$ cat src/rtl/tpm_pkg.sv
`default_nettype none

package tpm_pkg;

  // Which target claims a bus access.
  typedef enum logic [2:0] {
    TGT_NONE = 3'd0,
    TGT_RAM  = 3'd1,
    TGT_ROM  = 3'd2,
    TGT_PREG = 3'd3,
    TGT_SPI  = 3'd4
  } target_e;

  localparam int unsigned NUM_PAGES  = 16;
  localparam int unsigned PAGE_W     = 6;
  localparam int unsigned MEM_ADDR_W = 19;

  localparam logic [15:0] ADDR_ROM_BANK = 16'hFF64;
  localparam logic [15:0] ADDR_CTRL     = 16'hFF90;
  localparam logic [15:0] ADDR_TASK     = 16'hFF91;
  localparam logic [15:0] ADDR_PREG     = 16'hFFA0;
  localparam logic [15:0] MASK_PREG     = 16'hFFF0;
  localparam logic [15:0] ADDR_SPI      = 16'hFF6C;
  localparam logic [15:0] MASK_SPI      = 16'hFFFC;
  localparam logic [7:0]  IO_PAGE_HI    = 8'hFF;
  localparam logic [7:0]  CONST_PAGE_HI = 8'hFE;
  localparam logic [11:0] VECTOR_HI     = 12'hFFF;
  localparam logic [2:0]  TOP_SEGMENT   = 3'b111;
  localparam logic [12:0] CONST_OFF_SET = 13'h0100;

  localparam logic [PAGE_W-1:0] PAGE_FIXED = 6'h3F;

  typedef struct packed {
    logic        cmd;
    logic [15:0] addr;
    logic [7:0]  data;
    logic        rom_select;
  } item_t;

  typedef struct packed {
    target_e                 target;
    logic [MEM_ADDR_W-1:0]   mem_addr;
    logic                    mem_write;
    logic [7:0]              read_value;
    logic [1:0]              spi_reg;
    logic                    ext_hit;
  } result_t;

  typedef struct packed {
    logic [NUM_PAGES-1:0][PAGE_W-1:0] pages;
    logic                             task_sel;
    logic                             mmu_on;
    logic                             const_ram_on;
    logic [4:0]                       rom_bank_conf;
  } state_t;

  // Register updates requested by one write item.
  typedef struct packed {
    logic              page_we;
    logic [3:0]        page_idx;
    logic [PAGE_W-1:0] page_val;
    logic              ctrl_we;
    logic              mmu_on;
    logic              const_ram_on;
    logic              task_we;
    logic              task_sel;
    logic              rom_we;
    logic [4:0]        rom_bank_conf;
  } update_t;

endpackage

`default_nettype wire

$ cat src/rtl/task_register_page_mapper_unit.sv
`default_nettype none

// Channel   Handshake                   Payload
// -------   -------------------------   ----------------------------------------------
// in        in_valid_i / in_ready_o     cmd_i, addr_i, data_i, rom_select_i
// out       out_valid_o / out_ready_i   target_o, mem_addr_o, mem_write_o,
//                                       read_value_o, spi_reg_o, ext_hit_o
//
// An item is accepted into the input register, where decode runs, and its
// result is then offered from the result register. One item is accepted
// per cycle unless the output stalls; the page and control registers are
// written as an item leaves the input register, so the next item already sees them.
// Reset sets every page register to 0x3F and clears the control bits.
// A stalled output holds its item and the input register behind it.

module task_register_page_mapper_unit (
  input  logic        clk_i,
  input  logic        rst_ni,
  input  logic        in_valid_i,
  output logic        in_ready_o,
  input  logic        cmd_i,
  input  logic [15:0] addr_i,
  input  logic [7:0]  data_i,
  input  logic        rom_select_i,
  output logic        out_valid_o,
  input  logic        out_ready_i,
  output logic [2:0]  target_o,
  output logic [18:0] mem_addr_o,
  output logic        mem_write_o,
  output logic [7:0]  read_value_o,
  output logic [1:0]  spi_reg_o,
  output logic        ext_hit_o
);
  import tpm_pkg::*;

  logic    in_valid_q;
  item_t   item_q;
  logic    out_valid_q;
  result_t res_q;
  result_t res_d;
  update_t upd;
  state_t  state;
  logic    advance;
  logic    fire;

  // The input stage moves on whenever the result register is free or is
  // being emptied in this cycle.
  assign advance    = !out_valid_q || out_ready_i;
  assign fire       = in_valid_q && advance;
  assign in_ready_o = !in_valid_q || advance;

  always_ff @(posedge clk_i or negedge rst_ni) begin
    if (!rst_ni) begin
      in_valid_q <= 1'b0;
    end else if (in_ready_o) begin
      in_valid_q <= in_valid_i;
    end
  end

  always_ff @(posedge clk_i) begin
    if (in_valid_i && in_ready_o) begin
      item_q <= '{cmd: cmd_i, addr: addr_i, data: data_i, rom_select: rom_select_i};
    end
  end

  tpm_decode u_decode (
    .item_i  (item_q),
    .state_i (state),
    .res_o   (res_d),
    .upd_o   (upd)
  );

  // Register updates commit only when the item moves into the result register.
  tpm_state u_state (
    .clk_i   (clk_i),
    .rst_ni  (rst_ni),
    .en_i    (fire),
    .upd_i   (upd),
    .state_o (state)
  );

  always_ff @(posedge clk_i or negedge rst_ni) begin
    if (!rst_ni) begin
      out_valid_q <= 1'b0;
    end else if (advance) begin
      out_valid_q <= in_valid_q;
    end
  end

  always_ff @(posedge clk_i) begin
    if (fire) begin
      res_q <= res_d;
    end
  end

  assign out_valid_o  = out_valid_q;
  assign target_o     = res_q.target;
  assign mem_addr_o   = res_q.mem_addr;
  assign mem_write_o  = res_q.mem_write;
  assign read_value_o = res_q.read_value;
  assign spi_reg_o    = res_q.spi_reg;
  assign ext_hit_o    = res_q.ext_hit;

endmodule

`default_nettype wire

$ cat src/rtl/tpm_state.sv
`default_nettype none

module tpm_state (
  input  logic             clk_i,
  input  logic             rst_ni,
  input  logic             en_i,
  input  tpm_pkg::update_t upd_i,
  output tpm_pkg::state_t  state_o
);
  import tpm_pkg::*;

  state_t state_q;

  always_ff @(posedge clk_i or negedge rst_ni) begin
    if (!rst_ni) begin
      state_q.pages         <= {NUM_PAGES{PAGE_FIXED}};
      state_q.task_sel      <= 1'b0;
      state_q.mmu_on        <= 1'b0;
      state_q.const_ram_on  <= 1'b0;
      state_q.rom_bank_conf <= 5'd0;
    end else if (en_i) begin
      if (upd_i.page_we) begin
        state_q.pages[upd_i.page_idx] <= upd_i.page_val;
      end
      if (upd_i.ctrl_we) begin
        state_q.mmu_on       <= upd_i.mmu_on;
        state_q.const_ram_on <= upd_i.const_ram_on;
      end
      if (upd_i.task_we) begin
        state_q.task_sel <= upd_i.task_sel;
      end
      if (upd_i.rom_we) begin
        state_q.rom_bank_conf <= upd_i.rom_bank_conf;
      end
    end
  end

  assign state_o = state_q;

endmodule

`default_nettype wire

$ cat src/rtl/tpm_decode.sv
`default_nettype none

module tpm_decode (
  input  tpm_pkg::item_t   item_i,
  input  tpm_pkg::state_t  state_i,
  output tpm_pkg::result_t res_o,
  output tpm_pkg::update_t upd_o
);
  import tpm_pkg::*;

  logic              is_spi;
  logic              is_preg;
  logic              crm_fe;
  logic              crm_top;
  logic              window;
  logic [3:0]        page_idx;
  logic [PAGE_W-1:0] page_sel;
  logic [12:0]       offset;
  logic              ram_hit;
  logic [MEM_ADDR_W-1:0] ram_addr;
  logic [MEM_ADDR_W-1:0] rom_addr;

  always_comb begin
    is_spi  = (item_i.addr & MASK_SPI) == ADDR_SPI;
    is_preg = (item_i.addr & MASK_PREG) == ADDR_PREG;
    crm_fe  = state_i.const_ram_on && (item_i.addr[15:8] == CONST_PAGE_HI);
    crm_top = state_i.const_ram_on && (item_i.addr[15:4] == VECTOR_HI);
    window  = state_i.mmu_on && ((item_i.addr[15:8] != IO_PAGE_HI) || crm_top);

    // The page register file has one read port: readback and mapping never
    // need it for the same access.
    page_idx = is_preg ? item_i.addr[3:0] : {state_i.task_sel, item_i.addr[15:13]};
    page_sel = (crm_fe || crm_top) ? PAGE_FIXED : state_i.pages[page_idx];
    offset   = item_i.addr[12:0] | (crm_fe ? CONST_OFF_SET : 13'd0);
    ram_hit  = window && ((page_sel != PAGE_FIXED) || crm_fe || crm_top ||
                          (item_i.addr[15:13] == TOP_SEGMENT));
    ram_addr = {page_sel, offset};

    if (state_i.rom_bank_conf[3]) begin
      rom_addr = {3'd0, state_i.rom_bank_conf[2:1], item_i.addr[13:0]};
    end else begin
      rom_addr = {3'd0, state_i.rom_bank_conf[2:0], item_i.addr[12:0]};
    end

    res_o            = '0;
    res_o.target     = TGT_NONE;
    res_o.read_value = item_i.data;
    upd_o            = '0;
    upd_o.page_idx      = item_i.addr[3:0];
    upd_o.page_val      = item_i.data[5:0];
    upd_o.mmu_on        = item_i.data[6];
    upd_o.const_ram_on  = item_i.data[3];
    upd_o.task_sel      = item_i.data[0];
    upd_o.rom_bank_conf = item_i.data[4:0];

    if (item_i.rom_select) begin
      res_o.target   = TGT_ROM;
      res_o.mem_addr = rom_addr;
    end else if (!item_i.cmd) begin
      if (is_spi) begin
        res_o.target  = TGT_SPI;
        res_o.spi_reg = item_i.addr[1:0];
      end else if (is_preg) begin
        res_o.target     = TGT_PREG;
        res_o.read_value = {2'b00, state_i.pages[page_idx]};
      end else if (ram_hit) begin
        res_o.target   = TGT_RAM;
        res_o.mem_addr = ram_addr;
      end
    end else begin
      upd_o.rom_we = (item_i.addr == ADDR_ROM_BANK) && !state_i.rom_bank_conf[4];
      if (is_spi) begin
        res_o.target  = TGT_SPI;
        res_o.spi_reg = item_i.addr[1:0];
      end
      if (is_preg) begin
        upd_o.page_we = 1'b1;
      end else if (item_i.addr == ADDR_CTRL) begin
        upd_o.ctrl_we = 1'b1;
      end else if (item_i.addr == ADDR_TASK) begin
        upd_o.task_we = 1'b1;
      end else if (ram_hit) begin
        res_o.target    = TGT_RAM;
        res_o.mem_addr  = ram_addr;
        res_o.mem_write = 1'b1;
      end
    end

    res_o.ext_hit = res_o.target == TGT_RAM;
  end

endmodule

`default_nettype wire
$ cat config.mk
export PLATFORM = sky130hd
export DESIGN_NAME = task_register_page_mapper_unit
export DESIGN_NICKNAME = d
export VERILOG_FILES = /design/src/rtl/tpm_pkg.sv /design/src/rtl/task_register_page_mapper_unit.sv /design/src/rtl/tpm_state.sv /design/src/rtl/tpm_decode.sv
export SDC_FILE = /design/constraint.sdc
export NUM_CORES = 1
export LEC_CHECK = 0
export ABC_CLOCK_PERIOD_IN_PS = 4350
export BUFFER_PORTS_ARGS = -buffer_cell sky130_fd_sc_hd__buf_2
export CORE_AREA = 2 2 149 93
export DETAILED_ROUTE_END_ITERATION = 8
export DIE_AREA = 0 0 151 95
export PLACE_DENSITY = 0.79
export REMOVE_ABC_BUFFERS = 1
export SYNTH_ARGS = -nofsm -noshare
export SYNTH_HDL_FRONTEND = slang
export SYNTH_SLANG_ARGS = --single-unit
$ cat constraint.sdc
create_clock -name clk_i -period 4.35 [get_ports clk_i]
set_input_delay 0.435 -clock clk_i [delete_from_list [all_inputs] [get_ports clk_i]]
set_output_delay 0.435 -clock clk_i [all_outputs]
set_load 0.005 [all_outputs]
# ---- After elaboration in Yosys (flattened, before gate mapping)
# Cells that the tools add are included.
# W data, S select, Z words.
dict set report word_totals {
  latchBits 0
  n_memories 0
  regBits 166
  mem_bits_rw 0
  romBits 0
}
dict set report op_classes {
  add_sub_neg 0
  shift 0
  order_cmp 3
  n_reduce_logical 23
  div 0
  bitwise 2
  n_mul 0
  n_eq_ne 11
  mux 40
}
# cell count
set ops {}
lappend ops {{$bwmux W96} 1}
lappend ops {{$mux W23} 4}
lappend ops {{$eq A16 B16 Y1 const B} 3}
lappend ops {{$mux W22} 2}
lappend ops {{$mux W19} 2}
lappend ops {{$bmux W6 S4} 1}
lappend ops {{$demux W6 S4} 1}
lappend ops {{$eq A12 B12 Y1 const B} 2}
lappend ops {{$mux W8} 3}
lappend ops {{$mux W20} 1}
lappend ops {{$mux W6} 3}
lappend ops {{$eq A14 B14 Y1 const B} 1}
lappend ops {{$mux W1} 14}
lappend ops {{$mux W14} 1}
lappend ops {{$or A13 B13 Y13} 1}
lappend ops {{$lt A4 B5 Y1 const B} 2}
lappend ops {{$mux W10} 1}
lappend ops {{$mux W3} 3}
lappend ops {{$mux W9} 1}
lappend ops {{$eq A8 B8 Y1 const B} 1}
lappend ops {{$logic_and A1 B1 Y1} 8}
lappend ops {{$ne A8 B8 Y1 const B} 1}
lappend ops {{$reduce_and A2 Y1} 4}
lappend ops {{$logic_or A1 B1 Y1} 7}
lappend ops {{other kinds (9)} 11}

# ---- Logic depth before layout (Yosys ltp)
dict set report depth {
  word_depth 17
  ltp_mapped 13
  mapped_depth_nobuf 9
}

# ---- Hierarchy
# A second synthesis with hierarchy kept.
dict set report unflattened {
  cells_unflattened 602
  hier_area_um2 7825.0
}
# mod cells_per_inst n_inst area_each_um2
set by_module_without_submodules {}
lappend by_module_without_submodules {tpm_state 247 1 4088.9}
lappend by_module_without_submodules {task_register_page_mapper_unit 68 1 1905.6}
lappend by_module_without_submodules {tpm_decode 287 1 1830.5}

# ---- Worst setup path before layout
# OpenSTA, ideal clock, no wires.
dict set report synth_path {
  kind {reg2reg}
  from {register item_q[15] (netlist name)}
  to {register res_q, in the netlist mem_addr_o[10] (data pin)}
  path_slack_ns 1.295
  synth_period_minus_slack_ns 3.055
  path_buffers 1
  path_stages_with_launch 11
  arrival_time_ns 2.783
  cell_sequence {edfxtp_1 > or3b_1 > o41a_1 > nand3_2 > a211oi_1 > a311o_1 > o32ai_2 > nor2_2 > o41ai_4 > buf_6 > a21boi_2}
}
# element line
set synth_lines {}
lappend synth_lines {{start: declaration} task_register_page_mapper_unit.sv:37} ;# item_t item_q;
lappend synth_lines {{start signal: assignment} task_register_page_mapper_unit.sv:62} ;# item_q <= '{cmd: cmd_i, addr: addr_i, data: data_i, rom_select: rom_select_i};
lappend synth_lines {{end signal: assignment} task_register_page_mapper_unit.sv:92} ;# res_q <= res_d;
lappend synth_lines {{end: declaration} task_register_page_mapper_unit.sv:39} ;# result_t res_q;

==> reports/results.txt <==
run status - finished clean
Crit Path Category - reg2reg
DRC marker count from the first detailed-route iteration - 466
Max Cap Viol - 0
cell count after synthesis - 577
hold depth - 1
placed wire-length estimate after detailed placement - 13450 um
area of the die - 0.01435 mm2
largest buffer count on any clock path - 2
area leader, netlist - dfstp_2
maximum cell stage delay along the critical path - 670 ps
data arrival at the endpoint of the critical path - 3950 ps
global routing met2 resource utilization - 40.04%
area share of and/or/nand/nor cells after synthesis - 10.81%
utilization after layout - 66.30%
number of search-and-repair iterations in the first detailed-routing pass - 6
latest clock arrival within the worst-skew pair - 430 ps
worst setup path start - item_q[15]$_DFFE_PP_
total power density per cell area - 397.3 mW/mm2
number of nets with antenna violations after detailed routing - 0
final weighted congestion in routability-driven placement - 0.9664
Avg Vias per Cell - 6.402
synth unique cells - 65
end of the worst register-to-register path - mem_addr_o[8]$_DFFE_PP_
setup repair after global routing missed its margin - no
Worst Tran Pin Value - 1168 ps
met1 usage - 43.41%
mean cell area of the mapped netlist - 13.20 um2
Seq/Total Area, Yosys - 60.05%
total detailed-routing wirelength - 19570 um
total vias in the final route - 5314
cell count of the worst reg-to-reg path - 10
worst relative slew slack - 22.15%
netlist area before placement - 0.007617 mm2
initial core utilization - 58.01%
depth of the CTS H-tree - 4
Final Hold Vio Count - 0
maximum clock skew at final layout - 11.07 ps
synthesized-area fraction occupied by ao, oa, aoi and oai cells - 9.905%
residual DRC count - 0
Register Area - 0.004574 mm2
most frequent cell after synthesis - mux2_2
number of global-route vias before repair - 5264
count of buffers added by post-CTS timing repair for setup - 0
Crit path max-delay family - compound AO/OA/AOI/OAI gates
Final min period - 3804 ps
Antenna diodes - 0
number of cells on the critical path - 10
XOR/XNOR Fraction of Synth Area - 0%
number of antenna violations at the first check in global routing - 0
number of placement rows - 33
Final Max Tran Viols - 0
register-to-register setup slack - 550 ps
Synth top cells by count - 106 x mux2_2, 96 x dfstp_2, 60 x edfxtp_1
type of the tightest min-delay check - in2reg
Buf/Inv on CP - 1
cell area after placement - 0.008112 mm2
GR Util met3 - 9.662%
CP Max Fanout - 22
cell with the biggest individual delay on the critical path - mux2i_1
Multi-input gate area - 0.002882 mm2
first-pass GRT wire length - 30190 um
Clock transition at path regs - 70 ps
startpoint class of the critical path - flip-flop
root buf cell - clkbuf_16
peak supply drop - 0.0002351 V
Layout fillers - 931
part of the cycle the worst path needs - 87.44%
hold-fix buffer count after cts - 0
die height - 95 um
number of buffers created by CTS - 17
final cell area excluding filler cells - 0.008705 mm2
area fraction of the dominant cell type after synthesis - 33.11%
signed area change from the synthesized netlist to the final layout - 14.27%
number of I/O pins - 66
CTS tree - yes
f_max - 262.9 MHz
ranking of synthesized cells by area - dfstp_2 33%, edfxtp_1 24%, mux2_2 16%, dfrtp_1 3.3%, nand2_1 2.1%
fraction of the mapped netlist area in adder cells - 0%
cell breakdown of the critical path - or2b_1, nor4_2, mux2i_1, o41ai_1, nor3b_1, o2bb2ai_1, o211ai_1, o41ai_4, buf_4, a21oi_1
die extent in x - 151 um
critical hold path startpoint - addr_i[9]
worst hold endpoint - item_q[18]$_DFFE_PP_
IO buf count - 65
Final setup violation count - 0
total congestion overflow - 0
share of cell area taken by muxes after synthesis - 17.12%
startpoint of the lowest-slack register-to-register path - item_q[15]$_DFFE_PP_
routed length per placed instance - 23.58 um
Resized cells post-CTS - 0
Most used DFF post-synth - dfstp_2
Yosys Warn Count - 0
core area - 0.01313 mm2
dominant combinational cell family by area after synthesis - multiplexers
number of enable-type register cells in the synthesized netlist - 60
kind of end point of the critical path - flip-flop
CP required - 4500 ps
setup tns final - 0 ps
layout cells sized above 1 - 50.69%
Num Clock Sinks - 166
number of nets in the final layout - 672
largest net degree at the start of global routing - 76
fraction of synthesis flops using an asynchronous set or reset pin - 63.86%
hold slack final - 174.5 ps
post-synthesis register bit count - 166
global-route layer with the greatest usage - met1
Leakage Power - 3.401 nW
global-route total usage across every layer - 29.05%
## cells in the final DEF, fill, tap and decap left out, types with 10 or more instances in the layout
cell type / instances
mux2_2: 106
dfstp_2: 96
buf_2: 64
edfxtp_1: 60
nand2_1: 43
nor2_1: 22
o21ai_0: 20
nand3_1: 19
clkbuf_16: 17
a21oi_1: 16
nor3_1: 14
buf_4: 13
and3_1: 11
mux2i_1: 11
a21boi_2: 10
dfrtp_1: 10
## worst reg2reg max path: stages, from the launching register on
cell and delay [ps]:
edfxtp_1 510, or2b_1 290, nor4_2 380, mux2i_1 670, o41ai_1 180, nor3b_1 270, o2bb2ai_1 290, o211ai_1 190
o41ai_4 240, buf_4 350, a21oi_1 130
## worst max-delay path by stage
stage | end | slack [ps]
6_report | mem_addr_o[8]$_DFFE_PP_ | 550
3_3_place_gp | mem_addr_o[8]$_DFFE_PP_ | 680
4_1_cts | mem_addr_o[11]$_DFFE_PP_ | 640
5_1_grt | mem_addr_o[11]$_DFFE_PP_ | 210
2_1_floorplan | mem_addr_o[8]$_DFFE_PP_ | 200
3_5_place_dp | mem_addr_o[11]$_DFFE_PP_ | 670
## logic make-up (layout without fill, tap and decap cells)
family / count (synthesis) / after routing
AOI/OAI and AO/OA: 100 / 100
DFF: 166 / 166
and+or+nand+nor: 158 / 158
buffers and inverters: 36 / 114
muxes: 117 / 117
## state kept, by name, summed over array words and instances, names as in the netlist
name             flops
mem_write_o          1
item_q              26
in_valid_q           1
read_value_o         8
target_o             3
u_state.state_o    104
spi_reg_o            2
ext_hit_o            1
mem_addr_o          19
out_valid_o          1
## per-stage QoR
step / power (W) / std cells / setup slack (ps)
after floorplan: 0.001828 / 546 / 201.8
after global placement: 0.001945 / 798 / 677.6
after detailed placement: 0.001950 / 798 / 668.1
after CTS: 0.003456 / 830 / 642.1
after global routing: 0.003547 / 830 / 209.5
final: 0.003458 / 830 / 546.4
## cell type report
cell class	instances	share of cell area (%)
sequential	166	52.55
multi-input combinational	375	33.10
clock buffer	18	4.930
timing repair buffer	77	4.801
tap	175	2.515
clock inverter	14	1.883
inverter	5	0.2156
## report_power, final
group          total, W  internal, W  switching [W]
sequential      0.00172      0.00168      0.0000450
clock           0.00153     0.000862       0.000669
combinational  0.000205    0.0000695       0.000135
total           0.00346      0.00261       0.000850
## layer usage
layer | wire length, um | vias to the layer above
met5 | 0 | -
met4 | 304 | 0
met3 | 2216 | 38
met2 | 8266 | 288
met1 | 8783 | 2702
li1 | - | 2286
No activity file was read; power rests on OpenSTA's default activity.
